<file path="src/i2cms_pkg.sv">
// i2cms_pkg: shared types, codes and the control store of the i2c master byte sequencer
// no dependencies; used by i2cms_seq, i2c_master_byte_sequencer and i2cms_check
package i2cms_pkg;

	typedef enum logic [1:0] {
		SYM_START  = 2'd0,
		SYM_DRIVE  = 2'd1,
		SYM_SAMPLE = 2'd2,
		SYM_STOP   = 2'd3
	} sym_t;

	typedef enum logic [1:0] {
		ST_BUSY = 2'd0,
		ST_OK   = 2'd1,
		ST_FAIL = 2'd2
	} stat_t;

	// where the data line level of a symbol comes from
	typedef enum logic [2:0] {
		SDA_ZERO  = 3'd0,
		SDA_ONE   = 3'd1,
		SDA_CTL   = 3'd2,
		SDA_WR    = 3'd3,
		SDA_RX    = 3'd4,
		SDA_ANACK = 3'd5,
		SDA_DNACK = 3'd6,
		SDA_LAST  = 3'd7
	} sda_sel_t;

	// what follows a step once its symbols are out
	typedef enum logic [2:0] {
		BR_SEQ  = 3'd0,
		BR_ADDR = 3'd1,
		BR_DATA = 3'd2,
		BR_LAST = 3'd3,
		BR_DONE = 3'd4
	} br_t;

	typedef enum logic [3:0] {
		UC_START = 4'd0,
		UC_CTL   = 4'd1,
		UC_AACK  = 4'd2,
		UC_WR    = 4'd3,
		UC_DACK  = 4'd4,
		UC_RD    = 4'd5,
		UC_MACK  = 4'd6,
		UC_STOP  = 4'd7,
		UC_FAIL  = 4'd8
	} uaddr_t;

	typedef struct packed {
		sym_t     sym;
		sda_sel_t sda;
		logic     rep;
		br_t      br;
		stat_t    stat;
		logic     rx_ok;
		logic     clr_trans;
	} ucode_t;

	// branch conditions seen by the sequencer
	typedef struct packed {
		logic addr_nack;
		logic data_nack;
		logic last;
		logic dir;
	} seq_cond_t;

	// control store, one word per step
	function automatic ucode_t ucode(input uaddr_t a);
		ucode_t w;
		w = '{SYM_STOP, SDA_ONE, 1'b0, BR_DONE, ST_BUSY, 1'b0, 1'b0};
		unique case (a)
			UC_START: w = '{SYM_START,  SDA_ZERO,  1'b0, BR_SEQ,  ST_BUSY, 1'b0, 1'b0};
			UC_CTL:   w = '{SYM_DRIVE,  SDA_CTL,   1'b1, BR_SEQ,  ST_BUSY, 1'b0, 1'b0};
			UC_AACK:  w = '{SYM_SAMPLE, SDA_ANACK, 1'b0, BR_ADDR, ST_BUSY, 1'b0, 1'b0};
			UC_WR:    w = '{SYM_DRIVE,  SDA_WR,    1'b1, BR_SEQ,  ST_BUSY, 1'b0, 1'b0};
			UC_DACK:  w = '{SYM_SAMPLE, SDA_DNACK, 1'b0, BR_DATA, ST_BUSY, 1'b0, 1'b0};
			UC_RD:    w = '{SYM_SAMPLE, SDA_RX,    1'b1, BR_SEQ,  ST_BUSY, 1'b0, 1'b0};
			UC_MACK:  w = '{SYM_DRIVE,  SDA_LAST,  1'b0, BR_LAST, ST_BUSY, 1'b1, 1'b0};
			UC_STOP:  w = '{SYM_STOP,   SDA_ONE,   1'b0, BR_DONE, ST_OK,   1'b1, 1'b1};
			UC_FAIL:  w = '{SYM_STOP,   SDA_ONE,   1'b0, BR_DONE, ST_FAIL, 1'b0, 1'b1};
			default:  w = '{SYM_STOP,   SDA_ONE,   1'b0, BR_DONE, ST_BUSY, 1'b0, 1'b0};
		endcase
		return w;
	endfunction

endpackage

</file>
<file path="src/i2cms_seq.sv">
// i2cms_seq: step counter, bit repeat counter and jump logic of the control program
// depends on i2cms_pkg (control store, word and condition types)
module i2cms_seq (
	input  logic                clk,
	input  logic                arst_n,
	input  logic                start,
	input  i2cms_pkg::uaddr_t   start_pc,
	input  logic                step,
	input  i2cms_pkg::seq_cond_t cond,
	output i2cms_pkg::ucode_t   uw,
	output logic [2:0]          bit_idx,
	output logic                done,
	output logic                busy
);

	i2cms_pkg::uaddr_t pc_q;
	i2cms_pkg::uaddr_t npc;
	logic [2:0]        bit_q;
	logic              busy_q;
	logic              rep_more;

	assign uw       = i2cms_pkg::ucode(pc_q);
	assign bit_idx  = bit_q;
	assign busy     = busy_q;
	assign rep_more = uw.rep && (bit_q != 3'd7);

	always_comb begin
		npc  = i2cms_pkg::uaddr_t'(pc_q + 4'd1);
		done = 1'b0;
		if (rep_more) begin
			npc = pc_q;
		end else begin
			unique case (uw.br)
				i2cms_pkg::BR_SEQ: begin
					npc = i2cms_pkg::uaddr_t'(pc_q + 4'd1);
				end
				i2cms_pkg::BR_ADDR: begin
					if (cond.addr_nack) begin
						npc = i2cms_pkg::UC_FAIL;
					end else begin
						npc = cond.dir ? i2cms_pkg::UC_RD : i2cms_pkg::UC_WR;
					end
				end
				i2cms_pkg::BR_DATA: begin
					if (cond.data_nack) begin
						npc = i2cms_pkg::UC_FAIL;
					end else if (cond.last) begin
						npc = i2cms_pkg::UC_STOP;
					end else begin
						done = 1'b1;
					end
				end
				i2cms_pkg::BR_LAST: begin
					if (cond.last) begin
						npc = i2cms_pkg::UC_STOP;
					end else begin
						done = 1'b1;
					end
				end
				default: begin
					done = 1'b1;
				end
			endcase
		end
	end

	always_ff @(posedge clk or negedge arst_n) begin
		if (!arst_n) begin
			busy_q <= 1'b0;
			pc_q   <= i2cms_pkg::UC_START;
			bit_q  <= 3'd0;
		end else if (start) begin
			busy_q <= 1'b1;
			pc_q   <= start_pc;
			bit_q  <= 3'd0;
		end else if (step) begin
			if (done) begin
				busy_q <= 1'b0;
			end
			pc_q  <= npc;
			bit_q <= rep_more ? bit_q + 3'd1 : 3'd0;
		end
	end

endmodule

</file>
<file path="src/i2c_master_byte_sequencer.sv">
// i2c_master_byte_sequencer: top level, item capture, symbol datapath and output register
// depends on i2cms_pkg and i2cms_seq
//
//  channel | signals                                          | dir
//  in      | in_valid in_ready is_read dev_addr wr_data first | in
//          | last addr_nack data_nack rx_byte_in              |
//  out     | out_valid out_ready symbol sda_level status      | out
//          | rx_byte run_last                                 |
//
// one bus symbol per clock from the control program; a slot gives 9 to 20 symbols,
// and none for a beat taken outside a transaction
// the next input beat is taken the cycle after the final symbol enters the output register
// a stalled output register holds the step counter, so stalls add cycles one for one
// reset returns the bus to idle with no transaction open
module i2c_master_byte_sequencer (
	input  logic       clk,
	input  logic       arst_n,
	input  logic       in_valid,
	output logic       in_ready,
	input  logic       is_read,
	input  logic [6:0] dev_addr,
	input  logic [7:0] wr_data,
	input  logic       first,
	input  logic       last,
	input  logic       addr_nack,
	input  logic       data_nack,
	input  logic [7:0] rx_byte_in,
	output logic       out_valid,
	input  logic       out_ready,
	output logic [1:0] symbol,
	output logic       sda_level,
	output logic [1:0] status,
	output logic [7:0] rx_byte,
	output logic       run_last
);

	i2cms_pkg::ucode_t    uw;
	i2cms_pkg::seq_cond_t cond;
	i2cms_pkg::uaddr_t    start_pc;
	logic [2:0]           bit_idx;
	logic [2:0]           bit_pos;
	logic                 done;
	logic                 busy;
	logic                 accept;
	logic                 start;
	logic                 step;
	logic                 sda;

	logic [7:0] ctl_q;
	logic [7:0] wr_q;
	logic [7:0] rx_q;
	logic       last_q;
	logic       anack_q;
	logic       dnack_q;
	logic       dir_q;
	logic       in_trans_q;

	logic       out_valid_q;
	logic [1:0] sym_q;
	logic       sda_q;
	logic [1:0] stat_q;
	logic [7:0] rx_byte_q;
	logic       run_last_q;

	assign in_ready = !busy;
	assign accept   = in_valid && in_ready;
	assign start    = accept && (first || in_trans_q);
	assign step     = busy && (!out_valid_q || out_ready);
	assign bit_pos  = ~bit_idx;

	always_comb begin
		if (first) begin
			start_pc = i2cms_pkg::UC_START;
		end else begin
			start_pc = dir_q ? i2cms_pkg::UC_RD : i2cms_pkg::UC_WR;
		end
	end

	assign cond = '{addr_nack: anack_q, data_nack: dnack_q, last: last_q, dir: dir_q};

	i2cms_seq u_seq (
		.clk      (clk),
		.arst_n   (arst_n),
		.start    (start),
		.start_pc (start_pc),
		.step     (step),
		.cond     (cond),
		.uw       (uw),
		.bit_idx  (bit_idx),
		.done     (done),
		.busy     (busy)
	);

	always_comb begin
		unique case (uw.sda)
			i2cms_pkg::SDA_ZERO:  sda = 1'b0;
			i2cms_pkg::SDA_ONE:   sda = 1'b1;
			i2cms_pkg::SDA_CTL:   sda = ctl_q[bit_pos];
			i2cms_pkg::SDA_WR:    sda = wr_q[bit_pos];
			i2cms_pkg::SDA_RX:    sda = rx_q[bit_pos];
			i2cms_pkg::SDA_ANACK: sda = anack_q;
			i2cms_pkg::SDA_DNACK: sda = dnack_q;
			i2cms_pkg::SDA_LAST:  sda = last_q;
			default:              sda = 1'b1;
		endcase
	end

	// beat payload, held for the whole slot
	always_ff @(posedge clk) begin
		if (accept) begin
			if (first) begin
				ctl_q <= {dev_addr, is_read};
			end
			wr_q    <= wr_data;
			rx_q    <= rx_byte_in;
			last_q  <= last;
			anack_q <= addr_nack;
			dnack_q <= data_nack;
		end
	end

	always_ff @(posedge clk or negedge arst_n) begin
		if (!arst_n) begin
			dir_q      <= 1'b0;
			in_trans_q <= 1'b0;
		end else if (accept && first) begin
			dir_q      <= is_read;
			in_trans_q <= 1'b1;
		end else if (step && uw.clr_trans) begin
			in_trans_q <= 1'b0;
		end
	end

	always_ff @(posedge clk or negedge arst_n) begin
		if (!arst_n) begin
			out_valid_q <= 1'b0;
		end else if (step) begin
			out_valid_q <= 1'b1;
		end else if (out_ready) begin
			out_valid_q <= 1'b0;
		end
	end

	always_ff @(posedge clk) begin
		if (step) begin
			sym_q      <= uw.sym;
			sda_q      <= sda;
			stat_q     <= uw.stat;
			rx_byte_q  <= (done && uw.rx_ok && dir_q) ? rx_q : 8'd0;
			run_last_q <= done;
		end
	end

	assign out_valid = out_valid_q;
	assign symbol    = sym_q;
	assign sda_level = sda_q;
	assign status    = stat_q;
	assign rx_byte   = rx_byte_q;
	assign run_last  = run_last_q;

endmodule

</file>
<file path="config.mk">
export PLATFORM = sky130hd
export DESIGN_NAME = i2c_master_byte_sequencer
export DESIGN_NICKNAME = d
export VERILOG_FILES = /design/src/i2cms_pkg.sv /design/src/i2cms_seq.sv /design/src/i2c_master_byte_sequencer.sv
export SDC_FILE = /design/constraint.sdc
export NUM_CORES = 1
export LEC_CHECK = 0
export BUFFER_PORTS_ARGS = -buffer_cell sky130_fd_sc_hd__buf_2
export CORE_MARGIN = 2
export CORE_UTILIZATION = 57
export CTS_BUF_LIST = sky130_fd_sc_hd__clkbuf_8
export CTS_CLUSTER_DIAMETER = 80
export DETAILED_ROUTE_END_ITERATION = 12
export PLACE_DENSITY_LB_ADDON = 0.05
export SYNTH_ARGS = -nofsm -noshare
export SYNTH_HDL_FRONTEND = slang
export SYNTH_SLANG_ARGS = --single-unit
</file>
<file path="constraint.sdc">
create_clock -name clk -period 2.6 [get_ports clk]
set_input_delay 0.26 -clock clk [delete_from_list [all_inputs] [get_ports clk]]
set_output_delay 0.26 -clock clk [all_outputs]
set_load 0.02 [all_outputs]
</file>
==> impl_metrics.json, run 1 <==
{
  "synth_top_area_share_pct": 50.83,
  "run_status": "complete, no violations",
  "h-tree-depth": 2,
  "cts_sinks": 52,
  "post_cts_buffers": 0,
  "synth_compound_area_share_pct": 11.26,
  "slew_violations": 0,
  "rsz0062_at_grt": "false",
  "clkPwrFrac_pct": 14.6,
  "p_seq_share_pct": 47.4,
  "worst_pin_slew_ns": 0.6268,
  "design.core.area_mm2": 0.004058,
  "clock_latency_ns": 0.30,
  "io_pins": 48,
  "synth_ff_type": "edfxtp_1",
  "grt.overflow.total": 0,
  "synthSimpleGateAreaFrac_pct": 13.07,
  "worst_path_max_delay_cell": "dfrtp_1",
  "first_pass_iters": 4,
  "yosysUniqueCellTypes": 45,
  "finalCritPeriodShare_pct": 85.22,
  "clock_skew_ns": 0.005464,
  "synth_warnings": 0,
  "vias": 1544,
  "finalCriticalPeriod_ns": 2.216,
  "crit_chain": "ha_1, ha_1, nor2_2, o2111ai_1, a211oi_2, and2_1",
  "yosysMostFrequentCell": "edfxtp_1",
  "final_antenna_net_count": 0,
  "cpMostUsedCell": "ha_1",
  "hold_viol_final": 0,
  "synth_edf_count": 41,
  "end_kind": "flip-flop",
  "port_buffers": 47,
  "layout-drive-gt1-share_pct": 27.93,
  "syn2layout_area_growth_pct": 14.51,
  "synth-adder-area-share_pct": 3.616,
  "slew_headroom_pct": 58.19,
  "max_stage_delay_ns": 0.52,
  "die_w_um": 69.19,
  "ctsResizeCount": 0,
  "antennaDiodeCount": 0,
  "crit_path_max_fanout": 13,
  "dp_hpwl_um": 3280,
  "leakage_nw": 1.104,
  "p_int_mw": 1.850,
  "yosys.area.top_type": "edfxtp_1",
  "wl_per_cell_um": 15.51,
  "cts_tree": "built",
  "synthMuxAreaShare_pct": 6.715,
  "die_area_mm2": 0.004787,
  "routed_wl_um": 4218,
  "initial_core_util_pct": 59.70,
  "synth_cells": 171,
  "synth_common_cells": "41 x edfxtp_1, 11 x dfrtp_1, 11 x nor2_1, 8 x and2_1, 8 x nand2_1",
  "syn_area_mm2": 0.002422,
  "post_synth.cell_area_avg_um2": 14.17,
  "postCtsHoldBufs": 1,
  "arrival_ns": 2.38,
  "drtIter0Drc": 111,
  "peakVddDrop_mv": 0.5637,
  "fp-row-count": 23,
  "die_h_um": 69.19,
  "fillers": 297,
  "synth_top_family_by_area": "simple AND/OR/NAND/NOR gates",
  "async_flop_share_pct": 21.15,
  "power_density_mw_per_mm2": 1082,
  "start_kind": "flip-flop",
  "power.net_switching_mw": 1.150,
  "synth.area.top_cells": "edfxtp_1 51%, dfrtp_1 11%, ha_1 3.6%, mux4_1 3.3%, and2_1 2.1%",
  "ys_seq_area_share_pct": 62.19,
  "place.gp.congestion": 0.8720,
  "synth-xor-area-share_pct": 0,
  "maxCapViolCount": 0,
  "clkTransAtPathRegs_ns": 0.09,
  "power_frac_comb_pct": 37.9,
  "swShare_pct": 38.35,
  "hold_path.class": "in2reg",
  "finalSetupViolations": 0,
  "syn_nets": 210,
  "crit_required_ns": 2.76,
  "synth-seq-cells": 52,
  "finalSetupTns_ns": 0,
  "root_buffer": "clkbuf_8",
  "antenna_found_initial": 0,
  "grt.total_usage_pct": 19.86,
  "total_power_mw": 3.000,
  "grt_pass1_wl_um": 7417,
  "fin_nets": 260,
  "grt_max_degree": 21,
  "clk_path_buf_depth": 2,
  "remaining_drc_errors": 0,
  "viasPerCell": 5.676,
  "cts_made_buffers": 5,
  "critical_path_class": "reg2reg",
  "grt_pass1_vias": 1591,
  "fmax_mhz": 451.3
}
## worst paths after layout
check,from,end,slack [ns],cells past startpoint
setup / recovery,u_seq.pc_q[1]$_DFFE_PN0P_,rx_byte[0]$_SDFFCE_PN0P_,0.38,6
hold / removal,rx_byte_in[3],rx_q[3]$_DFFE_PP_,0.13,1
setup reg to reg,u_seq.pc_q[1]$_DFFE_PN0P_,rx_byte[0]$_SDFFCE_PN0P_,0.38,6
hold reg to reg,rx_q[5]$_DFFE_PP_,rx_byte[5]$_SDFFCE_PN0P_,0.55,1
max in group asynchronous,arst_n,u_seq.busy$_DFFE_PN0P_,2.04,2
min in group asynchronous,arst_n,u_seq.bit_idx[2]$_DFFE_PN0P_,0.36,2
## cell type report
cell class                 instances  area [um^2]  area share, %
clock inverter                     3        18.77         0.6766
multi-input combinational        107        842.1          30.36
tap                               50        62.56          2.255
sequential                        52         1506          54.31
inverter                           6        22.52         0.8119
timing repair buffer              49        252.7          9.111
clock buffer                       5        68.82          2.481
## through the flow
step	worst slack (ns)	area, um^2	hold WS, ns	utilization (%)	std cells
after detailed placement	0.4309	2676	0.1430	65.96	263
after global placement	0.5451	2676	0.1396	65.96	263
after floorplan	0.2158	2422	-0.03559	-	171
final	0.3844	2774	0.1311	68.36	272
after global routing	0.2170	2774	0.1113	68.36	272
after CTS	0.3870	2774	0.1260	68.36	272
## power by group through the flow
stage,clock network [mW],logic (mW),registers (mW)
floorplan,0,0.884,1.43
global placement,0,1.11,1.43
detailed placement,0,1.14,1.44
CTS,0.445,1.14,1.42
global route,0.488,1.28,1.47
finish,0.438,1.14,1.42
## cell usage in the layout, fill, tap and decap left out, types with 3 or more instances in the layout
cell	count
edfxtp_1	41
dfrtp_1	11
nand4_1	3
clkbuf_8	5
o21ai_0	5
a221oi_1	3
and2_1	8
nand2_1	8
inv_1	6
mux4_1	3
nor2b_1	6
nand2b_1	5
mux2i_1	5
a21oi_1	7
buf_2	47
ha_1	7
a31oi_1	3
nor2_1	11
## registers in the layout (all words and copies together), names as in the netlist, 2 cells and up
signal and cells:
u_seq.pc_q 4, u_seq.bit_idx 3, rx_q 8, status 2, ctl_q 8, symbol 2
rx_byte 8, wr_q 8
## kinds of logic after synthesis
family / count (synthesis)
fa+ha+maj: 7
compound gates: 34
simple gates: 56
buf+inv: 12
flops: 52
mux: 10
## routing by layer
layer	share of wire [%]	vias to the layer above	GRT usage (%)
met5	0	-	0
met4	0.78	0	5.664
met3	6.0	2	5.378
met2	49	60	32.80
met1	44	724	26.00
li1	-	758	-
## critical path: cells and delay by family (launching register included)
family | cells | cell delay [ns]
AO/OA/AOI/OAI | 2 | 0.67
flip-flops | 1 | 0.52
adder cells (fa/ha/maj) | 2 | 0.46
AND/OR/NAND/NOR | 2 | 0.43
(Power assumes the default switching activity.)
==> run 2: changes to the inputs <==
--- a/config.mk
+++ b/config.mk
@@ -11,7 +11,7 @@
 export CTS_BUF_LIST = sky130_fd_sc_hd__clkbuf_8
 export CTS_CLUSTER_DIAMETER = 80
 export DETAILED_ROUTE_END_ITERATION = 12
-export PLACE_DENSITY_LB_ADDON = 0.05
+export PLACE_DENSITY = 0.82
 export SYNTH_ARGS = -nofsm -noshare
 export SYNTH_HDL_FRONTEND = slang
 export SYNTH_SLANG_ARGS = --single-unit
==> run 2 against run 1 <==
Wire length increased by 1.4%. Cell count unchanged. Combinational power about the same. Non-clock buffer count unchanged. Register-to-register slack improved by 0.04 ns. Critical path depth unchanged. Clock skew increased by 0.0040 ns. Via count increased by 1.9%. Critical path type unchanged.
==> impl_metrics.json, run 2 (synthesized netlist as in run 1, its figures left out) <==
{
  "clk_path_buf_depth": 2,
  "syn2layout_area_growth_pct": 14.62,
  "grt_max_degree": 20,
  "fp-row-count": 23,
  "wl_per_cell_um": 15.73,
  "cts_made_buffers": 5,
  "grt.overflow.total": 0,
  "total_power_mw": 3.031,
  "maxCapViolCount": 0,
  "run_status": "complete, no violations",
  "grt_pass1_vias": 1592,
  "crit_chain": "ha_1, ha_1, nor2_2, o2111ai_1, a211oi_2, and2_1",
  "pre_cts_ws_ns": 0.4520,
  "first_pass_iters": 4,
  "design.core.area_mm2": 0.004058,
  "grt_pass1_wl_um": 7079,
  "cts_sinks": 52,
  "die_w_um": 69.19,
  "regArea_mm2": 0.001506,
  "finalSetupViolations": 0,
  "slew_violations": 0,
  "crit_required_ns": 2.77,
  "fmax_mhz": 460.0,
  "finalCriticalPeriod_ns": 2.174,
  "clock_skew_ns": 0.009443,
  "h-tree-depth": 2,
  "final_area_mm2": 0.002776,
  "vias": 1574,
  "layout-drive-gt1-share_pct": 28.38,
  "crit_path_max_fanout": 13,
  "fin_util_pct": 68.42,
  "grt.total_usage_pct": 18.76,
  "initial_core_util_pct": 59.70,
  "cp_top_family": "compound AO/OA/AOI/OAI gates",
  "hold_path.class": "in2reg",
  "cpMostUsedCell": "ha_1",
  "start_kind": "flip-flop",
  "finalSetupTns_ns": 0,
  "viasPerCell": 5.787,
  "port_buffers": 47,
  "remaining_drc_errors": 0,
  "die_area_mm2": 0.004787,
  "dp_cells": 263,
  "worst-path-buf-inv": 0,
  "placed_cell_area_mm2": 0.002676,
  "critical_path_class": "reg2reg",
  "rsz0062_at_grt": "false",
  "antenna_found_initial": 0,
  "root_buffer": "clkbuf_8",
  "routed_wl_um": 4278,
  "max_stage_delay_ns": 0.52,
  "multi_input_area_um2": 842.1,
  "stdcell_count": 272,
  "worst_pin_slew_ns": 0.6601,
  "leakage_nw": 1.111,
  "antennaDiodeCount": 0,
  "end_kind": "flip-flop",
  "dp_hpwl_um": 3182,
  "fin_ws_ns": 0.4259,
  "fin_nets": 260,
  "worst_path_max_delay_cell": "dfrtp_1",
  "cts_tree": "built",
  "final_antenna_net_count": 0,
  "peakVddDrop_mv": 0.6145,
  "clkTransAtPathRegs_ns": 0.10,
  "fillers": 300,
  "slew_headroom_pct": 55.97,
  "die_h_um": 69.19,
  "finalCritPeriodShare_pct": 83.62,
  "clock_latency_ns": 0.30,
  "place.gp.congestion": 0.9515,
  "drtIter0Drc": 155,
  "hold_viol_final": 0,
  "final_common_cell": "buf_2",
  "layout_common_cells": "47 x buf_2, 41 x edfxtp_1, 11 x nor2_1, 11 x dfrtp_1",
  "arrival_ns": 2.35,
  "holdWs_ns": 0.1288,
  "io_pins": 48,
  "power_density_mw_per_mm2": 1092
}
## run 2: changes by cell type in the layout (fill, tap and decap cells not counted)
cell        delta
clkinv_2       +1
clkinv_1       -1
clkinvlp_4     -1
inv_6          +1
## run 2: report_power, final
part	total [mW]	leakage (nW)	switching [mW]	internal, mW
logic	1.15	0.545	0.666	0.480
clock network	0.453	0.0445	0.261	0.191
registers	1.43	0.522	0.251	1.18
## run 2: per-layer routing
metal	part of all wire, %	GRT usage, %	vias to the layer above
li1	-	-	763
met4	1.9	7.407	0
met2	49	30.45	60
met3	5.3	3.779	9
met5	0	0	-
met1	44	25.08	742
## run 2: cell type report
type,count,share of cell area [%]
sequential,52,54.26
timing repair buffer,49,9.103
clock inverter,3,0.7661
multi-input combinational,107,30.33
inverter,6,0.8112
clock buffer,5,2.479
tap,50,2.253
## run 2: repair_timing
action | in CTS | in global routing
gates resized for setup | 0 | 0
endpoints found under the hold margin | 11 | 0
buffers inserted | 0 | 0
hold buffers | 1 | 0
## run 2: final timing paths
path	from	end	slack, ns	depth (start not counted)
worst min-delay path	rx_byte_in[0]	rx_q[0]$_DFFE_PP_	0.13	1
min in group asynchronous	arst_n	out_valid$_DFFE_PN0P_	0.37	2
worst min register to register	rx_q[7]$_DFFE_PP_	rx_byte[7]$_SDFFCE_PN0P_	0.56	1
worst max register to register	u_seq.pc_q[1]$_DFFE_PN0P_	rx_byte[1]$_SDFFCE_PN0P_	0.43	6
max in group asynchronous	arst_n	u_seq.pc_q[0]$_DFFE_PN0P_	2.00	2
worst max-delay path	u_seq.pc_q[1]$_DFFE_PN0P_	rx_byte[1]$_SDFFCE_PN0P_	0.43	6
==> run 3: changes to the inputs <==
--- a/config.mk
+++ b/config.mk
@@ -5,6 +5,7 @@
 export SDC_FILE = /design/constraint.sdc
 export NUM_CORES = 1
 export LEC_CHECK = 0
+export ABC_AREA = 1
 export BUFFER_PORTS_ARGS = -buffer_cell sky130_fd_sc_hd__buf_2
 export CORE_MARGIN = 2
 export CORE_UTILIZATION = 57
==> constraint.sdc (replaced) <==
create_clock -name clk -period 2.15 [get_ports clk]
set_input_delay 0.215 -clock clk [delete_from_list [all_inputs] [get_ports clk]]
set_output_delay 0.215 -clock clk [all_outputs]
set_load 0.02 [all_outputs]
==> run 3 against run 2 <==
Setup slack worse by 0.23 ns. Clock power up 21%. Largest power group is now combinational logic. Final area up 6.8%. Count of clock-buffer cells in the layout unchanged. Synthesized area up 5.7%. Flip-flop and latch count unchanged. Critical path type unchanged. Total power up 31%. Sequential power up 13%. Highest routed layer unchanged.
==> impl_metrics.json, run 3 <==
{
  "run_status": "complete, no violations",
  "clock_skew_ns": 0.01122,
  "placed_cell_area_mm2": 0.002865,
  "io_pins": 48,
  "wl_per_cell_um": 12.50,
  "start_kind": "flip-flop",
  "grt.overflow.total": 0,
  "cts_tree": "built",
  "swShare_pct": 42.88,
  "hold_path.class": "in2reg",
  "ctsResizeCount": 0,
  "yosysMostFrequentCell": "nand2_1",
  "r2r_end": "sda_level$_DFFE_PP_",
  "critical_path_class": "reg2reg",
  "ys_seq_area_share_pct": 58.82,
  "syn_nets": 307,
  "syn2layout_area_growth_pct": 15.73,
  "yosysUniqueCellTypes": 27,
  "fmax_mhz": 512.0,
  "finalSetupTns_ns": 0,
  "finalCriticalPeriod_ns": 1.953,
  "synth.area.top_cells": "edfxtp_1 48%, dfrtp_1 11%, nand2_1 9.7%, nand3_1 7.2%, inv_1 6.0%",
  "fillers": 319,
  "fin_util_pct": 68.07,
  "yosys.area.top_type": "edfxtp_1",
  "clkPwrFrac_pct": 13.8,
  "synth_top_area_share_pct": 48.07,
  "slew_headroom_pct": 72.08,
  "cts_made_buffers": 5,
  "worst_pin_slew_ns": 0.4188,
  "maxCapViolCount": 0,
  "root_buffer": "clkbuf_8",
  "startpoint": "u_seq.pc_q[0]$_DFFE_PN0P_",
  "end_kind": "flip-flop",
  "grt_max_degree": 20,
  "regArea_mm2": 0.001506,
  "final_area_mm2": 0.002964,
  "dp_hpwl_um": 3611,
  "layout_common_cells": "66 x nand2_1, 47 x buf_2, 42 x inv_1, 41 x edfxtp_1, 37 x nand3_1",
  "synth_cells": 268,
  "async_flop_share_pct": 21.15,
  "fin_nets": 362,
  "power_density_mw_per_mm2": 1339,
  "multi_input_area_um2": 867.1,
  "reg2regPathDepth": 12,
  "place.gp.congestion": 0.9465,
  "final_common_cell": "nand2_1",
  "crit_required_ns": 2.22,
  "finalSetupViolations": 0,
  "die_h_um": 71.03,
  "drtIter0Drc": 154,
  "port_buffers": 47,
  "remaining_drc_errors": 0,
  "antenna_found_initial": 0,
  "p_int_mw": 2.267,
  "syn_area_mm2": 0.002561,
  "synth_common_cells": "66 x nand2_1, 41 x edfxtp_1, 41 x inv_1, 37 x nand3_1, 29 x nor2_1",
  "synth-seq-cells": 52,
  "grt_pass1_wl_um": 8038,
  "synth_warnings": 0,
  "routed_wl_um": 4700,
  "grt.total_usage_pct": 20.60,
  "synth_ff_type": "edfxtp_1",
  "rsz0062_at_grt": "false",
  "slew_violations": 0,
  "fp-row-count": 24,
  "h-tree-depth": 2,
  "vias": 1919,
  "post_synth.cell_area_avg_um2": 9.557,
  "layout-drive-gt1-share_pct": 21.91,
  "first_pass_iters": 4,
  "power_frac_comb_pct": 45.7,
  "crit_path_max_fanout": 7,
  "final_antenna_net_count": 0,
  "design.core.area_mm2": 0.004354,
  "power.net_switching_mw": 1.701,
  "leakage_nw": 1.432,
  "r2r-start": "u_seq.pc_q[0]$_DFFE_PN0P_",
  "grt_pass1_vias": 1873,
  "rrSetupSlack_ns": 0.20,
  "synth_edf_count": 41,
  "holdWs_ns": 0.06766,
  "clock_latency_ns": 0.32,
  "hold_viol_final": 0,
  "arrival_ns": 2.02,
  "die_area_mm2": 0.005045,
  "die_w_um": 71.03,
  "initial_core_util_pct": 58.82,
  "finalCritPeriodShare_pct": 90.85,
  "clkTransAtPathRegs_ns": 0.09,
  "clk_path_buf_depth": 2,
  "viasPerCell": 5.104,
  "cts_sinks": 52,
  "p_seq_share_pct": 40.5,
  "peakVddDrop_mv": 0.8750,
  "endpoint": "sda_level$_DFFE_PP_",
  "antennaDiodeCount": 0
}
-- run 3: cells by family after synthesis --
group                    synth area share (%)
AO/OA/AOI/OAI                           4.494
adder cells (fa/ha/maj)                 3.419
buffers and inverters                   7.328
flip-flops                              58.82
AND/OR/NAND/NOR                         25.94
-- run 3: cell type report --
type / instances / area share [%]
flip-flops and latches: 52 / 50.82
multi-input cells: 169 / 29.25
repair buffers: 52 / 9.287
inverters: 43 / 5.445
clock buffers: 5 / 2.322
well taps: 52 / 2.195
clock inverters: 3 / 0.6754
-- run 3: metal layers --
| layer | track usage (%) | up-vias | share of wire, % |
|---|---|---|---|
| li1 | - | 983 | - |
| met1 | 26.00 | 871 | 45 |
| met2 | 34.68 | 57 | 48 |
| met3 | 3.419 | 8 | 4.9 |
| met4 | 9.853 | 0 | 2.0 |
| met5 | 0 | - | 0 |
-- run 3: timing repair --
item	CTS	global route
buffers inserted	0	0
hold endpoints to repair	11	0
hold buffers	1	0
-- run 3: power by group through the flow --
stage                     Sequential, mW  Clock [mW]  Combinational (mW)
final                               1.61       0.547                1.81
after global placement              1.62           0                1.78
after floorplan                     1.72           0                1.27
after global routing                1.64       0.600                2.05
after detailed placement            1.63           0                1.80
after CTS                           1.61       0.560                1.81
-- run 3: per-stage QoR --
step                setup slack (ns)  power (mW)  cells
detailed placement            0.2161       3.432    367
floorplan                     0.1947       2.987    268
global route                 0.02712       4.292    376
global placement              0.2558       3.392    367
finish                        0.1968       3.968    376
CTS                           0.1970       3.978    376
-- run 3: critical path, stage by stage (launching register included) --
cell and delay [ns]:
dfrtp_1 0.47, inv_1 0.14, ha_1 0.29, inv_2 0.08, nand2_1 0.10, nand2_4 0.12
nand2_1 0.12, nand3_1 0.10, inv_1 0.05, nand2_1 0.06, nand2_1 0.05, nor2_1 0.11
nand2_1 0.05
-- run 3: worst min path at each step --
stage,from,to,slack [ns],depth (start not counted)
floorplan,arst_n,dir_q$_DFFE_PN0P_,-0.08,0
global placement,arst_n,u_seq.pc_q[1]$_DFFE_PN0P_,0.10,1
detailed placement,arst_n,u_seq.pc_q[0]$_DFFE_PN0P_,0.10,1
CTS,wr_data[5],wr_q[5]$_DFFE_PP_,0.06,1
global route,rx_byte_in[7],rx_q[7]$_DFFE_PP_,0.06,1
finish,rx_byte_in[7],rx_q[7]$_DFFE_PP_,0.07,1
